**src/design/i2cram_pkg.sv**
```systemverilog
// ----------------------------------------------------------------------------
// i2cram_pkg: shared types for the I2C register access master
// Bus phase and byte stage codes, configuration indices and reset values, and the per-phase length in ticks.
// ----------------------------------------------------------------------------
package i2cram_pkg;

	typedef enum logic [3:0] {
		P_IDLE     = 4'd0,
		P_ST_HI    = 4'd1,
		P_ST_LO    = 4'd2,
		P_TX_SET   = 4'd3,
		P_TX_HIGH  = 4'd4,
		P_TX_LOW   = 4'd5,
		P_ACK_REL  = 4'd6,
		P_ACK_HI   = 4'd7,
		P_ACK_POLL = 4'd8,
		P_RX_LOW   = 4'd9,
		P_RX_HIGH  = 4'd10,
		P_RA_LOW   = 4'd11,
		P_RA_HIGH  = 4'd12,
		P_SP_LO    = 4'd13,
		P_SP_HI    = 4'd14
	} phase_t;

	// which byte is on the bus
	typedef enum logic [1:0] {
		S_DEV_W = 2'd0,
		S_REG   = 2'd1,
		S_DEV_R = 2'd2,
		S_DATA  = 2'd3
	} stage_t;

	typedef enum logic [1:0] {
		CFG_DEV_ADDR  = 2'd0,
		CFG_POLL_LIM  = 2'd1,
		CFG_TICKS     = 2'd2
	} cfg_idx_t;

	localparam logic [6:0] DEV_ADDR_RST  = 7'd56;
	localparam logic [7:0] POLL_LIM_RST  = 8'd250;
	localparam logic [7:0] TICKS_RST     = 8'd1;

	// phase length in ticks: unit count times ticks per unit (at most 4 * 255)
	function automatic logic [9:0] phase_ticks(phase_t p, logic [7:0] tpu);
		logic [9:0] t;
		t = {2'b00, tpu};
		case (p)
			P_ST_HI, P_ST_LO, P_SP_LO, P_SP_HI:            phase_ticks = t << 2;
			P_TX_SET, P_TX_HIGH, P_TX_LOW, P_RX_LOW,
			P_RA_LOW, P_RA_HIGH:                           phase_ticks = t << 1;
			P_ACK_REL, P_ACK_HI, P_RX_HIGH:                phase_ticks = t;
			default:                                       phase_ticks = 10'd0;
		endcase
	endfunction

endpackage

```
**src/design/i2c_register_access_master.sv**
```systemverilog
// ----------------------------------------------------------------------------
// i2c_register_access_master: tick-driven I2C register read/write master
// Generates SCL/SDA for a register write or register read, one word per tick.
// ----------------------------------------------------------------------------
// Usage
//  Input channel (in_valid/in_ready): one word is one bus timing tick, holding
//  the sampled SDA level, the next write byte and, when idle, a request
//  (start_req, func, reg_addr, length).
//  Output channel (out_valid/out_ready): one word per input word, with the
//  SCL/SDA drive for that tick and the status flags (busy, write_taken,
//  read_valid/read_byte, done/fail).
//  The result of a word is held in the output register.
//  Throughput: one word per cycle while the output is not stalled; the whole
//  step runs in one pass between the bus state registers and the output register.
//  Stall: in_ready follows the output register, so the block takes a new
//  word whenever the held result is taken in the same cycle or none is held.
//  Reset: the bus returns to idle and no result is held; configuration
//  returns to address 0x38, poll limit 250, one tick per unit.
//  Configuration (cfg_we/cfg_index/cfg_data) may only be written when idle.
// ----------------------------------------------------------------------------
module i2c_register_access_master
	import i2cram_pkg::*;
(
	input  logic       clk,
	input  logic       arst_n,
	// configuration write port
	input  logic       cfg_we,
	input  logic [1:0] cfg_index,
	input  logic [7:0] cfg_data,
	// input words
	input  logic       in_valid,
	output logic       in_ready,
	input  logic       start_req,
	input  logic       func,
	input  logic [7:0] reg_addr,
	input  logic [7:0] length,
	input  logic [7:0] wr_data,
	input  logic       sda_in,
	// result words
	output logic       out_valid,
	input  logic       out_ready,
	output logic       scl_out,
	output logic       sda_out,
	output logic       sda_drive,
	output logic       busy_res,
	output logic       write_taken,
	output logic       read_valid,
	output logic [7:0] read_byte,
	output logic       done_res,
	output logic       fail
);

	// configuration
	logic [6:0] dev_addr_q;
	logic [7:0] poll_lim_q;
	logic [7:0] ticks_q;

	// bus state
	phase_t     phase_q,  n_phase;
	stage_t     stage_q,  n_stage;
	logic [9:0] delay_q,  n_delay;
	logic [2:0] bit_q,    n_bit;
	logic [7:0] shift_q,  n_shift;
	logic [7:0] bytes_q,  n_bytes;
	logic [7:0] reg_q,    n_reg;
	logic       kind_q,   n_kind;
	logic [7:0] poll_q,   n_poll;
	logic       fail_q,   n_fail;

	// result register
	logic       out_valid_q;
	logic       scl_q, sda_q, drv_q, busy_q, wtk_q, rdv_q, done_q, fail_out_q;
	logic [7:0] rbyte_q;

	// combinational step
	logic       c_scl, c_sda, c_drv, c_busy;
	logic       tk_write, tk_valid, tk_done, do_enter;
	logic [7:0] tpu;
	logic       accept;

	assign accept   = in_valid && in_ready;
	assign in_ready = !out_valid_q || out_ready;
	assign tpu      = (ticks_q == 8'd0) ? 8'd1 : ticks_q;

	// ---------------------------------------------------------------- config
	always_ff @(posedge clk or negedge arst_n) begin
		if (!arst_n) begin
			dev_addr_q <= DEV_ADDR_RST;
			poll_lim_q <= POLL_LIM_RST;
			ticks_q    <= TICKS_RST;
		end else if (cfg_we) begin
			unique case (cfg_index)
				CFG_DEV_ADDR: dev_addr_q <= cfg_data[6:0];
				CFG_POLL_LIM: poll_lim_q <= cfg_data;
				CFG_TICKS:    ticks_q    <= cfg_data;
				default:      ;
			endcase
		end
	end

	// ---------------------------------------------------- line drive per phase
	always_comb begin
		c_scl  = 1'b1;
		c_sda  = 1'b1;
		c_drv  = 1'b1;
		c_busy = 1'b1;
		unique case (phase_q)
			P_IDLE:               c_busy = 1'b0;
			P_ST_LO:              c_sda = 1'b0;
			P_TX_SET, P_TX_LOW: begin
				c_scl = 1'b0;
				c_sda = shift_q[7];
			end
			P_TX_HIGH:            c_sda = shift_q[7];
			P_ACK_REL, P_RX_LOW: begin
				c_scl = 1'b0;
				c_drv = 1'b0;
			end
			P_ACK_HI, P_ACK_POLL, P_RX_HIGH: c_drv = 1'b0;
			// acknowledge low, except the last read byte is not acknowledged
			P_RA_LOW: begin
				c_scl = 1'b0;
				c_sda = (bytes_q == 8'd0);
			end
			P_RA_HIGH:            c_sda = (bytes_q == 8'd0);
			P_SP_LO: begin
				c_scl = 1'b0;
				c_sda = 1'b0;
			end
			P_ST_HI, P_SP_HI:     ;
			default:              c_busy = 1'b0;
		endcase
	end

	// ------------------------------------------------------- next bus state
	always_comb begin
		n_phase  = phase_q;
		n_stage  = stage_q;
		n_delay  = delay_q;
		n_bit    = bit_q;
		n_shift  = shift_q;
		n_bytes  = bytes_q;
		n_reg    = reg_q;
		n_kind   = kind_q;
		n_poll   = poll_q;
		n_fail   = fail_q;
		tk_write = 1'b0;
		tk_valid = 1'b0;
		tk_done  = 1'b0;
		do_enter = 1'b0;

		unique case (phase_q)
			P_IDLE: begin
				if (start_req) begin
					n_reg    = reg_addr;
					n_kind   = func;
					n_bytes  = length;
					n_fail   = 1'b0;
					n_stage  = S_DEV_W;
					n_shift  = {dev_addr_q, 1'b0};
					n_phase  = P_ST_HI;
					do_enter = 1'b1;
				end
			end
			P_ACK_POLL: begin
				if (!sda_in || (poll_q >= poll_lim_q)) begin
					do_enter = 1'b1;
					unique case (stage_q)
						// header acknowledge failures are ignored
						S_DEV_W: begin
							n_stage = S_REG;
							n_shift = reg_q;
							n_bit   = 3'd0;
							n_phase = P_TX_SET;
						end
						S_REG: begin
							if (kind_q) begin
								n_stage = S_DEV_R;
								n_shift = {dev_addr_q, 1'b1};
								n_phase = P_ST_HI;
							end else if (bytes_q == 8'd0) begin
								n_phase = P_SP_LO;
							end else begin
								tk_write = 1'b1;
								n_bytes  = bytes_q - 8'd1;
								n_stage  = S_DATA;
								n_shift  = wr_data;
								n_bit    = 3'd0;
								n_phase  = P_TX_SET;
							end
						end
						S_DEV_R: begin
							if (bytes_q == 8'd0) begin
								n_phase = P_SP_LO;
							end else begin
								n_bit   = 3'd0;
								n_shift = 8'd0;
								n_phase = P_RX_LOW;
							end
						end
						default: begin
							if (sda_in) begin
								// data byte not acknowledged: stop and flag
								n_fail  = 1'b1;
								n_phase = P_SP_LO;
							end else if (bytes_q == 8'd0) begin
								n_phase = P_SP_LO;
							end else begin
								tk_write = 1'b1;
								n_bytes  = bytes_q - 8'd1;
								n_shift  = wr_data;
								n_bit    = 3'd0;
								n_phase  = P_TX_SET;
							end
						end
					endcase
				end else begin
					n_poll = poll_q + 8'd1;
				end
			end
			P_ST_HI, P_ST_LO, P_TX_SET, P_TX_HIGH, P_TX_LOW, P_ACK_REL, P_ACK_HI,
			P_RX_LOW, P_RX_HIGH, P_RA_LOW, P_RA_HIGH, P_SP_LO, P_SP_HI: begin
				// sample on the first high tick of a received bit
				if (phase_q == P_RX_HIGH && delay_q == {2'b00, tpu})
					n_shift = {shift_q[6:0], sda_in};
				if (delay_q > 10'd1) begin
					n_delay = delay_q - 10'd1;
				end else begin
					do_enter = 1'b1;
					unique case (phase_q)
						P_ST_HI:   n_phase = P_ST_LO;
						P_ST_LO: begin
							n_bit   = 3'd0;
							n_phase = P_TX_SET;
						end
						P_TX_SET:  n_phase = P_TX_HIGH;
						P_TX_HIGH: n_phase = P_TX_LOW;
						P_TX_LOW: begin
							n_shift = {shift_q[6:0], 1'b0};
							if (bit_q == 3'd7) begin
								n_phase = P_ACK_REL;
							end else begin
								n_bit   = bit_q + 3'd1;
								n_phase = P_TX_SET;
							end
						end
						P_ACK_REL: n_phase = P_ACK_HI;
						P_ACK_HI: begin
							n_poll  = 8'd0;
							n_phase = P_ACK_POLL;
						end
						P_RX_LOW:  n_phase = P_RX_HIGH;
						P_RX_HIGH: begin
							if (bit_q == 3'd7) begin
								tk_valid = 1'b1;
								n_bytes  = bytes_q - 8'd1;
								n_phase  = P_RA_LOW;
							end else begin
								n_bit   = bit_q + 3'd1;
								n_phase = P_RX_LOW;
							end
						end
						P_RA_LOW:  n_phase = P_RA_HIGH;
						P_RA_HIGH: begin
							if (bytes_q == 8'd0) begin
								n_phase = P_SP_LO;
							end else begin
								n_bit   = 3'd0;
								n_shift = 8'd0;
								n_phase = P_RX_LOW;
							end
						end
						P_SP_LO:   n_phase = P_SP_HI;
						default: begin
							tk_done = 1'b1;
							n_phase = P_IDLE;
						end
					endcase
				end
			end
			default: n_phase = P_IDLE;
		endcase

		if (do_enter)
			n_delay = phase_ticks(n_phase, tpu);
	end

	// ----------------------------------------------------------- bus state
	always_ff @(posedge clk or negedge arst_n) begin
		if (!arst_n) begin
			phase_q <= P_IDLE;
			stage_q <= S_DEV_W;
			delay_q <= '0;
			bit_q   <= '0;
			shift_q <= '0;
			bytes_q <= '0;
			reg_q   <= '0;
			kind_q  <= 1'b0;
			poll_q  <= '0;
			fail_q  <= 1'b0;
		end else if (accept) begin
			phase_q <= n_phase;
			stage_q <= n_stage;
			delay_q <= n_delay;
			bit_q   <= n_bit;
			shift_q <= n_shift;
			bytes_q <= n_bytes;
			reg_q   <= n_reg;
			kind_q  <= n_kind;
			poll_q  <= n_poll;
			fail_q  <= n_fail;
		end
	end

	// ------------------------------------------------------- result register
	always_ff @(posedge clk or negedge arst_n) begin
		if (!arst_n) begin
			out_valid_q <= 1'b0;
		end else if (accept) begin
			out_valid_q <= 1'b1;
		end else if (out_ready) begin
			out_valid_q <= 1'b0;
		end
	end

	always_ff @(posedge clk) begin
		if (accept) begin
			scl_q      <= c_scl;
			sda_q      <= c_sda;
			drv_q      <= c_drv;
			busy_q     <= c_busy;
			wtk_q      <= tk_write;
			rdv_q      <= tk_valid;
			rbyte_q    <= tk_valid ? n_shift : 8'd0;
			done_q     <= tk_done;
			fail_out_q <= tk_done & fail_q;
		end
	end

	assign out_valid   = out_valid_q;
	assign scl_out     = scl_q;
	assign sda_out     = sda_q;
	assign sda_drive   = drv_q;
	assign busy_res    = busy_q;
	assign write_taken = wtk_q;
	assign read_valid  = rdv_q;
	assign read_byte   = rbyte_q;
	assign done_res    = done_q;
	assign fail        = fail_out_q;

`ifndef ASSERT_OFF
	a_accept_gives_result: assert property (@(posedge clk) disable iff (!arst_n)
		accept |=> out_valid)
		else $error("accepted word produced no result");

	a_fail_only_on_done: assert property (@(posedge clk) disable iff (!arst_n)
		out_valid && fail |-> done_res)
		else $error("fail raised outside the done tick");

	// the next byte is taken on the acknowledge poll: SCL high, SDA released
	a_write_while_busy: assert property (@(posedge clk) disable iff (!arst_n)
		out_valid && write_taken |-> busy_res && !sda_drive && scl_out)
		else $error("write byte taken outside an active transfer");

	a_read_while_released: assert property (@(posedge clk) disable iff (!arst_n)
		out_valid && read_valid |-> !sda_drive && busy_res)
		else $error("read byte completed while SDA driven");

	a_idle_no_delay: assert property (@(posedge clk) disable iff (!arst_n)
		phase_q == P_IDLE |-> delay_q == 10'd0 || $past(accept))
		else $error("idle with a pending delay count");
`endif

endmodule

```
**config.mk**
```make
export PLATFORM = sky130hd
export DESIGN_NAME = i2c_register_access_master
export DESIGN_NICKNAME = d
export VERILOG_FILES = /design/src/design/i2cram_pkg.sv /design/src/design/i2c_register_access_master.sv
export SDC_FILE = /design/constraint.sdc
export NUM_CORES = 1
export LEC_CHECK = 0
export BUFFER_PORTS_ARGS = -buffer_cell sky130_fd_sc_hd__buf_2
export CORE_ASPECT_RATIO = 1.2
export CORE_MARGIN = 4
export CORE_UTILIZATION = 50
export CTS_CLUSTER_SIZE = 12
export DETAILED_ROUTE_END_ITERATION = 8
export GPL_TIMING_DRIVEN = 0
export PLACE_DENSITY = 0.77
export SETUP_SLACK_MARGIN = 0.5
export SLEW_MARGIN = 20
export SYNTH_ARGS = -nofsm -noshare
export SYNTH_HDL_FRONTEND = slang
export SYNTH_SLANG_ARGS = --single-unit
```
**constraint.sdc**
```tcl
create_clock -name clk -period 6.2 [get_ports clk]
set_input_delay 0.31 -clock clk [delete_from_list [all_inputs] [get_ports clk]]
set_output_delay 0.31 -clock clk [all_outputs]
set_load 0.02 [all_outputs]
```
# Word-level counts from Yosys, hierarchy flattened
# Cells that the tools add are included.
dict set report word_totals {
  register_bits 93
  input_bits 42
}
dict set report classes {
  add_sub_neg 4
  order_cmp 2
  n_eq_ne 50
  muxes 84
  bitwise_logic 1
  reduce_logical 42
}
# cell n
set op_table {}
lappend op_table {{8-bit two-way mux} 21}
lappend op_table {{8-bit one-hot mux with 3 select lines} 3}
lappend op_table {{4-bit == test (second input constant)} 13}
lappend op_table {{4-bit one-hot mux with 12 select lines} 1}
lappend op_table {{8-bit one-hot mux with 2 select lines} 3}
lappend op_table {{4-bit by 3-bit == test with 1-bit output (second input constant)} 8}
lappend op_table {{10-bit two-way mux} 3}
lappend op_table {{10-bit one-hot mux with 3 select lines} 1}
lappend op_table {{3-bit two-way mux} 8}
lappend op_table {{4-bit two-way mux} 6}
lappend op_table {{4-bit one-hot mux with 3 select lines} 2}
lappend op_table {{1-bit two-way mux} 22}
lappend op_table {{2-bit != test (second input constant)} 10}
lappend op_table {{3-bit one-hot mux with 3 select lines} 2}
lappend op_table {{4-bit by 2-bit == test with 1-bit output (second input constant)} 4}
lappend op_table {{8-bit logical NOT} 2}
lappend op_table {{14-bit OR reduction} 1}
lappend op_table {{13-bit OR reduction} 1}
lappend op_table {{3-bit != test (second input constant)} 4}
lappend op_table {{6-bit AND reduction} 2}
lappend op_table {{12-bit OR reduction} 1}
lappend op_table {{6-bit OR reduction} 2}
lappend op_table {{10-bit by 8-bit == test with 1-bit output} 1}
lappend op_table {{10-bit by 1-bit greater-than comparator with 1-bit output (second input constant)} 1}
lappend op_table {{other kinds (33)} 61}

# Longest topological paths before layout
# Gate-level depths: netlist (run 1).
dict set report logic_depth {
  word_depth 10
  mapped_depth 13
  mapped_depth_nobuf 11
}

# Worst setup path before layout (run 1)
# Ideal clock, no wire load.
dict set report synth_path {
  path_kind {register to register}
  from {register poll_lim_q[7]}
  to {register bytes_q[1]}
  t_arrival_ns 2.818
  required_time_ns 6.069
  path_slack_ns 3.251
  stages_incl_launch_ff 10
  path_buffers 1
  cell_sequence {dfstp_2 inv_1 ha_1 nand4_1 o31a_2 or4_1 or4_1 clkbuf_1 a211oi_1 a21oi_1}
}
dict set report synth_between {
  elab_chain_cells 4
}
# element line_no
set synth_rtl {}
lappend synth_rtl {{from (decl)} i2c_register_access_master.sv:55} ;# logic [7:0] poll_lim_q;
lappend synth_rtl {{from (signal assigned)} i2c_register_access_master.sv:94} ;# CFG_POLL_LIM: poll_lim_q <= cfg_data;
lappend synth_rtl {{8-bit greater-or-equal comparator} i2c_register_access_master.sv:166} ;# if (!sda_in || (poll_q >= poll_lim_q)) begin
lappend synth_rtl {{1-bit logical OR} i2c_register_access_master.sv:166}
lappend synth_rtl {{2-bit != test (no source line)} n/a}
lappend synth_rtl {{10-bit AND reduction (no source line)} n/a}
lappend synth_rtl {{to (signal assigned)} i2c_register_access_master.sv:307} ;# bytes_q <= n_bytes;
lappend synth_rtl {{to (decl)} i2c_register_access_master.sv:64} ;# logic [7:0] bytes_q, n_bytes;
# No other way between the ends.
# A chain may end at the register's enable or synchronous reset.

# Worst setup path after layout (run 1)
dict set report layout_path {
  from {register poll_lim_q[7]}
  to {register rbyte_q[0], in the netlist read_byte[0] (data pin)}
}
dict set report layout_between {
  elab_chain_cells 4
}
# element line_no
set layout_rtl {}
lappend layout_rtl {{8-bit greater-or-equal comparator} i2c_register_access_master.sv:166}
lappend layout_rtl {{1-bit logical OR} i2c_register_access_master.sv:166}
lappend layout_rtl {{8-bit two-way mux} i2c_register_access_master.sv:166}
lappend layout_rtl {{8-bit one-hot mux with 3 select lines} i2c_register_access_master.sv:152} ;# unique case (phase_q)
lappend layout_rtl {{to (signal assigned)} i2c_register_access_master.sv:334} ;# rbyte_q <= tk_valid ? n_shift : 8'd0;
lappend layout_rtl {{to (decl)} i2c_register_access_master.sv:73} ;# logic [7:0] rbyte_q;
# No other way between the ends.

==> results of run 1 <==
==> sequential cells by signal, indices dropped and copies added (netlist names), 2 cells and up <==
signal	cells
delay_q	10
ticks_q	8
bit_q	3
read_byte	8
poll_q	8
reg_q	8
bytes_q	8
stage_q	2
poll_lim_q	8
shift_q	8
phase_q	4
dev_addr_q	7
==> metal layers <==
metal	routed length (µm)	global-route usage (%)	share of wire (%)
met1	6584	30.64	41
met2	8043	41.22	50
met3	1125	3.613	6.9
met4	495	11.36	3.0
met5	0	0	0
==> metrics by stage <==
step	util, %	total power, mW	cells
final	58.09	2.481	872
after global routing	58.09	2.645	872
after global placement	55.18	1.884	854
after CTS	58.09	2.476	872
after detailed placement	55.46	1.924	855
after floorplan	-	1.644	639
==> cells by family after synthesis <==
| group | Yosys count |
|---|---|
| and+or+nand+nor | 233 |
| AOI/OAI and AO/OA | 197 |
| DFF | 93 |
| buffers and inverters | 56 |
| muxes | 37 |
| adders and majority gates | 14 |
| xor gates and xnor gates | 9 |
==> where the power goes <==
group	switching (mW)	leakage [nW]	internal [mW]
clock	0.266	0.142	0.283
sequential	0.161	1.10	0.780
combinational	0.578	1.52	0.413
==> cells in the mapped netlist, types with 7 or more instances <==
master	n	share of area, %
nand2b_1	14	1.5
edfxtp_1	16	8.2
xnor2_1	8	1.2
nor3_1	18	1.5
o21ai_0	53	4.5
a222oi_1	11	1.9
mux2_2	35	6.7
inv_1	21	1.3
nand2_1	85	5.4
and2_1	9	0.96
a21oi_1	45	3.8
clkbuf_1	22	1.4
a22o_1	13	1.9
a31oi_1	7	0.75
nand3_1	17	1.5
dfrtp_1	67	29
a22oi_1	11	1.4
a32o_1	7	1.2
buf_2	7	0.60
ha_1	14	3.0
nor2_1	43	2.8
dfstp_2	10	4.5
==> worst min path at each step <==
stage / cells after the start / end / start / slack [ps]
after floorplan: 0 / bit_q[0] / arst_n / 10
after CTS: 2 / out_valid / in_valid / 160
after global routing: 2 / out_valid / in_valid / 180
after detailed placement: 1 / bytes_q[2] / arst_n / 250
final: 2 / out_valid / in_valid / 160
after global placement: 2 / fail_q / fail_q / 460
==> critical path: stages, from the launching register on <==
cell and delay [ps]:
dfstp_2 540, inv_1 50, ha_1 370, nand4_1 170, o31ai_1 740, a21oi_2 230
a22o_1 270, buf_2 190, a31o_2 230, a221oi_1 420, nor2_1 70
==> final cells by class <==
| cell class | count | area share [%] |
|---|---|---|
| plain buffers | 33 | 2.114 |
| clock buffers | 9 | 3.368 |
| clock inverters | 7 | 1.010 |
| inverters | 23 | 1.291 |
| multi-input cells | 490 | 48.16 |
| flip-flops and latches | 93 | 36.18 |
| well taps | 157 | 2.937 |
| repair buffers | 60 | 4.939 |
==> flow_summary.toml, run 1 <==
[worst_hold_path]
hp-class = "in2reg"

[cells_and_area]
final_cell_mix = "nand2_1 (85), dfrtp_1 (67), buf_2 (64), o21ai_0 (53), a21oi_1 (45)"
fillCellCount = 1038
fin_area_um2 = 6688
seq_area_um2 = 2420
drive_gt1_share_pct = 21.12
syn2layout_area_growth_pct = 13.99
multi_input_area_um2 = 3221
layout.nets = 766
antenna_cells = 0
mostFrequentLayoutCell = "nand2_1"

[synth]
synth_nets = 695
synth_seq_area_share_pct = 41.25
synthArstFlopShare_pct = 82.80
synthFlopType = "dfrtp_1"
yosys.area_share.simple_pct = 19.96
synth_area_per_cell_um2 = 9.181
syn-cell-area_um2 = 5867
ys_types = 75
ys_warn_count = 0
synthMuxAreaShare_pct = 7.059
ys_ff_latch = 93
synth_xor_area_share_pct = 1.344
synth_compound_area_share_pct = 23.54
synth_adder_area_share_pct = 2.986
syn_inst = 639
synth_enable_flop_cells = 16
synth_top_family_by_area = "compound AO/OA/AOI/OAI gates"

[drt]
finalWirelength_um = 16250
via_per_inst = 6.193
dr.pass1.iters = 5
vias = 5400
ant_nets = 0
drc_errors = 0
drt_first_iter_violations = 433
wl_per_cell_um = 18.63

[cts]
h-tree-depth = 3
tritoncts = "done"
cts_root_buf = "clkbuf_16"
cts_inserted_buffers = 9
cts_resized = 0
clock_latency_ps = 360
clock-sinks = 93
clk_pin_slew_ps = 70
clk_path_buf_depth = 2
hold_buffers = 1
postCtsSetupRepairBufs = 0

[critical_path]
worstSetupStartpoint = "poll_lim_q[7]"
r2r_start = "poll_lim_q[7]"
critPathMaxFanout = 9
r2r-end = "read_byte[0]"
ff2ff_path_depth = 10
crit_type = "reg2reg"
worstSetupEndpointType = "register"
ff2ff_setup_slack_ps = 2650
startpoint_type = "register"
required_ps = 6290
crit_end = "read_byte[0]"
worstPathArrival_ps = 3640

[floorplanning]
die_area_um2 = 13540
initial_utilization_pct = 50.96
io_pins = 60
core_area_um2 = 11510
die_w_um = 106.9
fp.dieH_um = 126.7
rows = 43

[placement]
gp_congestion = 0.9351
dpl_cell_area_um2 = 6385
hpwl_um = 12030
portBuffers = 58
dp_slack_ps = 2691

[power]
power.density_nw_per_um2 = 371.0
peakVddDrop_mv = 0.1602
leakage_nw = 2.753

[timing]
hold_slack_ps = 162.6
rsz0062_at_grt = "false"
slew_violations = 0
setup_viol = 0
relSlewSlack_pct = 24.84
worst_slack_ps = 2653
fin_skew_ps = 9.952
tightest_slew_ps = 1125
setup-tns-final_ps = 0
fmax_mhz = 281.9
final.min_clock_period_ps = 3547
period_share_pct = 57.21
finalHoldViolCount = 0

[global_route]
grt_pass1_vias = 5288
antenna_found_initial = 0
grt_pass1_wl_um = 26180
track_usage_pct = 24.37
grt.overflow.total = 0
grt_max_degree = 55

[outcome]
status = "finished, final reports clean"

[flow_run]
cap_violations = 0
Note: power is estimated with default switching activity, not from simulation.
==> run 2, diff against run 1 <==
--- a/config.mk
+++ b/config.mk
@@ -5,6 +5,7 @@
 export SDC_FILE = /design/constraint.sdc
 export NUM_CORES = 1
 export LEC_CHECK = 0
+export ABC_AREA = 1
 export BUFFER_PORTS_ARGS = -buffer_cell sky130_fd_sc_hd__buf_2
 export CORE_ASPECT_RATIO = 1.2
 export CORE_MARGIN = 4
==> constraint.sdc (replaced) <==
create_clock -name clk -period 3.5 [get_ports clk]
set_input_delay 0.175 -clock clk [delete_from_list [all_inputs] [get_ports clk]]
set_output_delay 0.175 -clock clk [all_outputs]
set_load 0.02 [all_outputs]
==> run 2 against run 1 <==
Count of clock-buffer cells in the layout rose by 1. Non-clock buffer count fell by 16. Highest routed layer unchanged. Utilization fell by 0.33 points. Flip-flop and latch count did not move. First-iteration DRC count rose by 2.3%. Maximum frequency rose by 32%.
==> flow_summary.toml, run 2 <==
[drt]
vias = 5944
drc_errors = 0
via_per_inst = 5.312
wl_per_cell_um = 14.12
dr.pass1.iters = 5
drt_first_iter_violations = 443
ant_nets = 0
finalWirelength_um = 15800

[synth]
syn-cell-area_um2 = 6136
synth_enable_flop_cells = 16
synth_compound_area_share_pct = 13.32
synthArstFlopShare_pct = 82.80
yosys.area_share.simple_pct = 33.32
synth_top_area_cell = "dfrtp_1"
synth_nets = 937
synth_adder_area_share_pct = 2.855
synthFlopType = "dfrtp_1"
ys_types = 48
synth_most_common_cell = "nand2_1"
ys_warn_count = 0
synth_commonest_cells = "nand2_1 (289), inv_1 (123), nand3_1 (77)"
synth_seq_area_share_pct = 39.44
syn_inst = 881
synth_area_leaders = "dfrtp_1 (27%), nand2_1 (18%), edfxtp_1 (7.8%), inv_1 (7.5%), nand3_1 (6.3%)"
ys_ff_latch = 93
synth_area_per_cell_um2 = 6.965
synth_top_family_by_area = "simple AND/OR/NAND/NOR gates"
synthMuxAreaShare_pct = 0.1631
netlist.area_leader.share_pct = 27.32
synth_xor_area_share_pct = 1.856

[critical_path]
cp.depth = 16
cpMaxStageDelayCell = "dfstp_2"
r2r_start = "poll_lim_q[3]"
ff2ff_setup_slack_ps = 810
worstSetupStartpoint = "poll_lim_q[3]"
critPathMaxStageDelay_ps = 530
startpoint_type = "register"
crit_end = "delay_q[9]"
critPathMostFrequentCell = "nand2_1"
r2r-end = "delay_q[9]"
crit_type = "reg2reg"
ff2ff_path_depth = 16
required_ps = 3800
path_delay_family = "simple AND/OR/NAND/NOR gates"
crit_buf_inv = 1
path_cells = "inv_1 -> ha_1 -> nand2_1 -> nor2_1 -> nor2_1 -> nand2_1 -> nand2_1 -> nand2_1 -> nand2_4 -> nand2_1 -> nor2_1 -> nand2_1 -> nand2_1 -> nand3_1 -> nor3_1 -> o22a_1"
worstSetupEndpointType = "register"
worstPathArrival_ps = 2990
critPathMaxFanout = 10

[placement]
portBuffers = 59
dp_slack_ps = 777.7
dpl_cell_area_um2 = 6664
gp_congestion = 0.9458
hpwl_um = 12150

[timing]
slew_violations = 0
worst_slack_ps = 815.0
fin_skew_ps = 11.03
period_share_pct = 76.71
final.min_clock_period_ps = 2685
fmax_mhz = 372.4
setup-tns-final_ps = 0
relSlewSlack_pct = 57.59
finalHoldViolCount = 0
rsz0062_at_grt = "true"
tightest_slew_ps = 633.8
setup_viol = 0

[cts]
h-tree-depth = 3
cts_inserted_buffers = 9
postCtsSetupRepairBufs = 0
tritoncts = "done"
clock-sinks = 93
clock_latency_ps = 360
clk_pin_slew_ps = 70
clk_path_buf_depth = 2
cts_root_buf = "clkbuf_16"

[floorplanning]
initial_utilization_pct = 50.89
fp.dieH_um = 129.4
rows = 44
io_pins = 60
core_area_um2 = 12060
die_area_um2 = 14120
die_w_um = 109.1

[global_route]
grt.overflow.total = 0
grt_pass1_vias = 5436
grt_pass1_wl_um = 26330
track_usage_pct = 23.47
grt_max_degree = 59
antenna_found_initial = 0

[power]
p_sw_share_pct = 41.57
p_clk_share_pct = 22.2
combPwrFrac_pct = 37.6
leakage_nw = 3.636
power.density_nw_per_um2 = 614.4
pwr-share-seq_pct = 40.2
p_int_mw = 2.500
switchingPower_mw = 1.778
peakVddDrop_mv = 0.2390

[worst_hold_path]
hp-class = "in2reg"
min_from = "reg_addr[2]"

[cells_and_area]
layout.nets = 1009
fillCellCount = 1214
syn2layout_area_growth_pct = 13.48
antenna_cells = 0
largest-register = "delay_q"
largest_reg_flops = 10
mostFrequentLayoutCell = "nand2_1"
fin_area_um2 = 6963
drive_gt1_share_pct = 11.59
utilization_pct = 57.75
final_cell_mix = "nand2_1 (288), inv_1 (123), nand3_1 (77), o21ai_0 (70), dfrtp_1 (67)"

[outcome]
status = "finished, final reports clean"

[flow_run]
cap_violations = 0
## run 2: power groups by stage
| stage | clock network, mW | logic [mW] | registers, mW |
|---|---|---|---|
| 6_report | 0.950 | 1.61 | 1.72 |
| 5_1_grt | 1.02 | 1.85 | 1.77 |
| 4_1_cts | 0.960 | 1.60 | 1.71 |
| 3_5_place_dp | 0 | 1.59 | 1.72 |
| 3_3_place_gp | 0 | 1.55 | 1.72 |
| 2_1_floorplan | 0 | 1.22 | 1.66 |
## run 2: cell families after synthesis
logic type	Yosys count
adder cells (fa/ha/maj)	14
AO/OA/AOI/OAI	139
multiplexers	1
buffers and inverters	144
flip-flops	93
AND/OR/NAND/NOR	477
XOR/XNOR	13
## run 2: timing repair
item | 4_1_cts | 5_1_grt
hold buffers | 1 | 0
setup endpoints to repair | 0 | 8
hold endpoints to repair | 19 | 0
resized for setup | 0 | 2
## run 2: final cells by class
type | count | area (µm²) | area share (%)
Multi-Input combinational cell | 644 | 3168 | 45.50
Sequential cell | 93 | 2420 | 34.75
Clock buffer | 10 | 229.0 | 3.288
Tap cell | 161 | 201.4 | 2.893
Timing Repair Buffer | 61 | 335.3 | 4.816
Buffer | 16 | 73.82 | 1.060
Clock inverter | 6 | 52.55 | 0.7547
Inverter | 128 | 483.0 | 6.936
## run 2: worst min-delay path by stage
stage / to / slack [ps] / cells past startpoint
6_report: reg_q[2] / 20 / 3
5_1_grt: reg_q[2] / 30 / 3
4_1_cts: reg_q[2] / 20 / 3
3_5_place_dp: phase_q[1] / 90 / 1
3_3_place_gp: reg_q[4] / 380 / 3
2_1_floorplan: bit_q[0] / -120 / 0
## run 2: metrics by stage
stage,hold WS [ps],power (mW),instances
2_1_floorplan,-120.6,2.878,881
3_3_place_gp,383.1,3.270,1101
3_5_place_dp,88.26,3.316,1102
4_1_cts,21.00,4.270,1119
6_report,22.18,4.278,1119
5_1_grt,34.32,4.630,1119
## run 2: metal layers
| layer | track usage [%] | up-vias | part of all wire [%] |
|---|---|---|---|
| met5 | 0 | - | 0 |
| met4 | 7.875 | 0 | 2.1 |
| met3 | 3.538 | 26 | 5.8 |
| met2 | 38.94 | 200 | 48 |
| met1 | 31.40 | 2691 | 45 |
| li1 | - | 3027 | - |
## run 2: worst min-delay path, delay by kind of cell
family / cells / cell delay, ps
and+or+nand+nor: 2 / 90
buffers and inverters: 1 / 70
==> run 3, diff against run 2 <==
--- a/config.mk
+++ b/config.mk
@@ -5,7 +5,7 @@
 export SDC_FILE = /design/constraint.sdc
 export NUM_CORES = 1
 export LEC_CHECK = 0
-export ABC_AREA = 1
+export ABC_AREA = 0
 export BUFFER_PORTS_ARGS = -buffer_cell sky130_fd_sc_hd__buf_2
 export CORE_ASPECT_RATIO = 1.2
 export CORE_MARGIN = 4
@@ -13,7 +13,7 @@
 export CTS_CLUSTER_SIZE = 12
 export DETAILED_ROUTE_END_ITERATION = 8
 export GPL_TIMING_DRIVEN = 0
-export PLACE_DENSITY = 0.77
+export PLACE_DENSITY = 0.8
 export SETUP_SLACK_MARGIN = 0.5
 export SLEW_MARGIN = 20
 export SYNTH_ARGS = -nofsm -noshare
==> constraint.sdc (replaced) <==
create_clock -name clk -period 2.3 [get_ports clk]
set_input_delay 0.115 -clock clk [delete_from_list [all_inputs] [get_ports clk]]
set_output_delay 0.115 -clock clk [all_outputs]
set_load 0.02 [all_outputs]
==> run 3 against run 2 <==
The run now ends with setup timing left. First-iteration DRC count increased by 22%. Total power grew 91%. Flip-flop and latch count did not move. Die area fell by 4.1%. Wire length increased by 21%. Non-clock buffer count grew 64. Sequential power up 52%. Critical path type unchanged. Critical endpoint is now delay_q[1].
==> flow_summary.toml, run 3 (synthesis gave the netlist of run 1 again) <==
[drt]
vias = 5837
drt_first_iter_violations = 539
via_per_inst = 6.338
dr.pass1.iters = 5
finalWirelength_um = 19080
drc_errors = 0
ant_nets = 0
wl_per_cell_um = 20.72

[timing]
rsz0062_at_grt = "true"
final.min_clock_period_ps = 2947
setup-tns-final_ps = -21970
fmax_mhz = 339.3
fin_skew_ps = 12.50
relSlewSlack_pct = 25.98
finalHoldViolCount = 0
hold_slack_ps = 3.741
tightest_slew_ps = 1108
slew_violations = 0
period_share_pct = 128.1
worst_slack_ps = -647.2
setup_viol = 50

[critical_path]
r2r-end = "delay_q[1]"
ff2ff_path_depth = 11
worstSetupEndpointType = "register"
crit_type = "reg2reg"
startpoint_type = "register"
r2r_start = "phase_q[1]"
required_ps = 2530
worstPathArrival_ps = 3180
critPathMaxFanout = 8
ff2ff_setup_slack_ps = -650

[placement]
gp_congestion = 0.9475
portBuffers = 58
hpwl_um = 12160
dp_slack_ps = -1031
placedCellCount = 855

[outcome]
status = "complete, but fails checks"
violations = "setup timing"

[worst_hold_path]
hold_path_depth = 2
min_from = "reg_addr[5]"
hp-class = "in2reg"
holdPathEnd = "reg_q[5]"

[cts]
clock_latency_ps = 360
h-tree-depth = 3
clk_path_buf_depth = 2
cts_root_buf = "clkbuf_16"
clock-sinks = 93
tritoncts = "done"
clk_pin_slew_ps = 70
cts_inserted_buffers = 9

[global_route]
grt.overflow.total = 0
track_usage_pct = 27.43
grt_pass1_wl_um = 29800
antenna_found_initial = 0
grt_pass1_vias = 5739
grt_max_degree = 58

[cells_and_area]
largest_reg_flops = 10
layout.nets = 815
largest-register = "delay_q"
antenna_cells = 0
final_cell_mix = "nand2_1 (76), dfrtp_1 (65), buf_2 (61), nor2_1 (37), buf_4 (36)"
fillCellCount = 783
mostFrequentLayoutCell = "nand2_1"
fin_cells = 921
utilization_pct = 70.93
drive_gt1_share_pct = 43.98
syn2layout_area_growth_pct = 39.20

[floorplanning]
core_area_um2 = 11510
die_area_um2 = 13540
io_pins = 60
initial_utilization_pct = 50.96
rows = 43
die_w_um = 106.9
fp.dieH_um = 126.7

[power]
power.density_nw_per_um2 = 1001
leakage_nw = 3.283
peakVddDrop_mv = 0.5890

[flow_run]
cap_violations = 0
-- run 3: worst max path at each step --
stage	from	end	slack [ps]	cells past startpoint
floorplan	poll_lim_q[7]	read_byte[0]	-430	10
global placement	bytes_q[0]	delay_q[2]	-970	11
detailed placement	bytes_q[0]	delay_q[2]	-1030	11
CTS	poll_lim_q[1]	delay_q[4]	-610	11
global route	poll_lim_q[6]	read_byte[0]	-720	11
finish	phase_q[1]	delay_q[1]	-650	11
-- run 3: layout make-up --
| type | instances | area (µm²) | share of cell area [%] |
|---|---|---|---|
| Buffer | 33 | 266.5 | 3.263 |
| Clock buffer | 11 | 264.0 | 3.233 |
| Clock inverter | 5 | 43.79 | 0.5362 |
| Inverter | 23 | 91.34 | 1.118 |
| Multi-Input combinational cell | 491 | 4111 | 50.34 |
| Sequential cell | 93 | 2422 | 29.66 |
| Tap cell | 157 | 196.4 | 2.405 |
| Timing Repair Buffer | 108 | 770.7 | 9.438 |
-- run 3: what timing repair did --
item | 4_1_cts | 5_1_grt
pin swaps | 49 | 35
hold buffers | 4 | 0
gates cloned | 3 | 0
gates resized for setup | 170 | 74
hold endpoints to repair | 23 | 0
setup buffers | 34 | 9
endpoints found under the setup margin | 68 | 66
-- run 3: per-stage QoR --
step	instance area, µm²	power, mW
global route	8167	8.566
global placement	6513	5.144
floorplan	6026	4.517
finish	8167	8.176
CTS	7860	7.666
detailed placement	6543	5.255
-- run 3: where the power goes --
part	internal (mW)	switching, mW
Combinational	1.81	2.18
Clock	0.850	0.717
Sequential	2.10	0.518
-- run 3: layer usage --
| metal | global-route usage (%) | wire length [µm] | vias up |
|---|---|---|---|
| met5 | 0 | 0 | - |
| met1 | 34.47 | 7374 | 2861 |
| met3 | 4.326 | 1212 | 58 |
| met2 | 47.15 | 9880 | 279 |
| li1 | - | - | 2639 |
| met4 | 10.91 | 614 | 0 |
-- run 3: worst max-delay path, cell delays in order, from the launching register on --
cell and delay (ps):
dfrtp_1 450, or4b_4 560, buf_6 170, a2111oi_4 280, o31a_4 230, buf_4 130
nor4_4 50, a21oi_1 250, o32ai_4 200, a22o_1 210, a211oi_1 240, a21oi_1 60
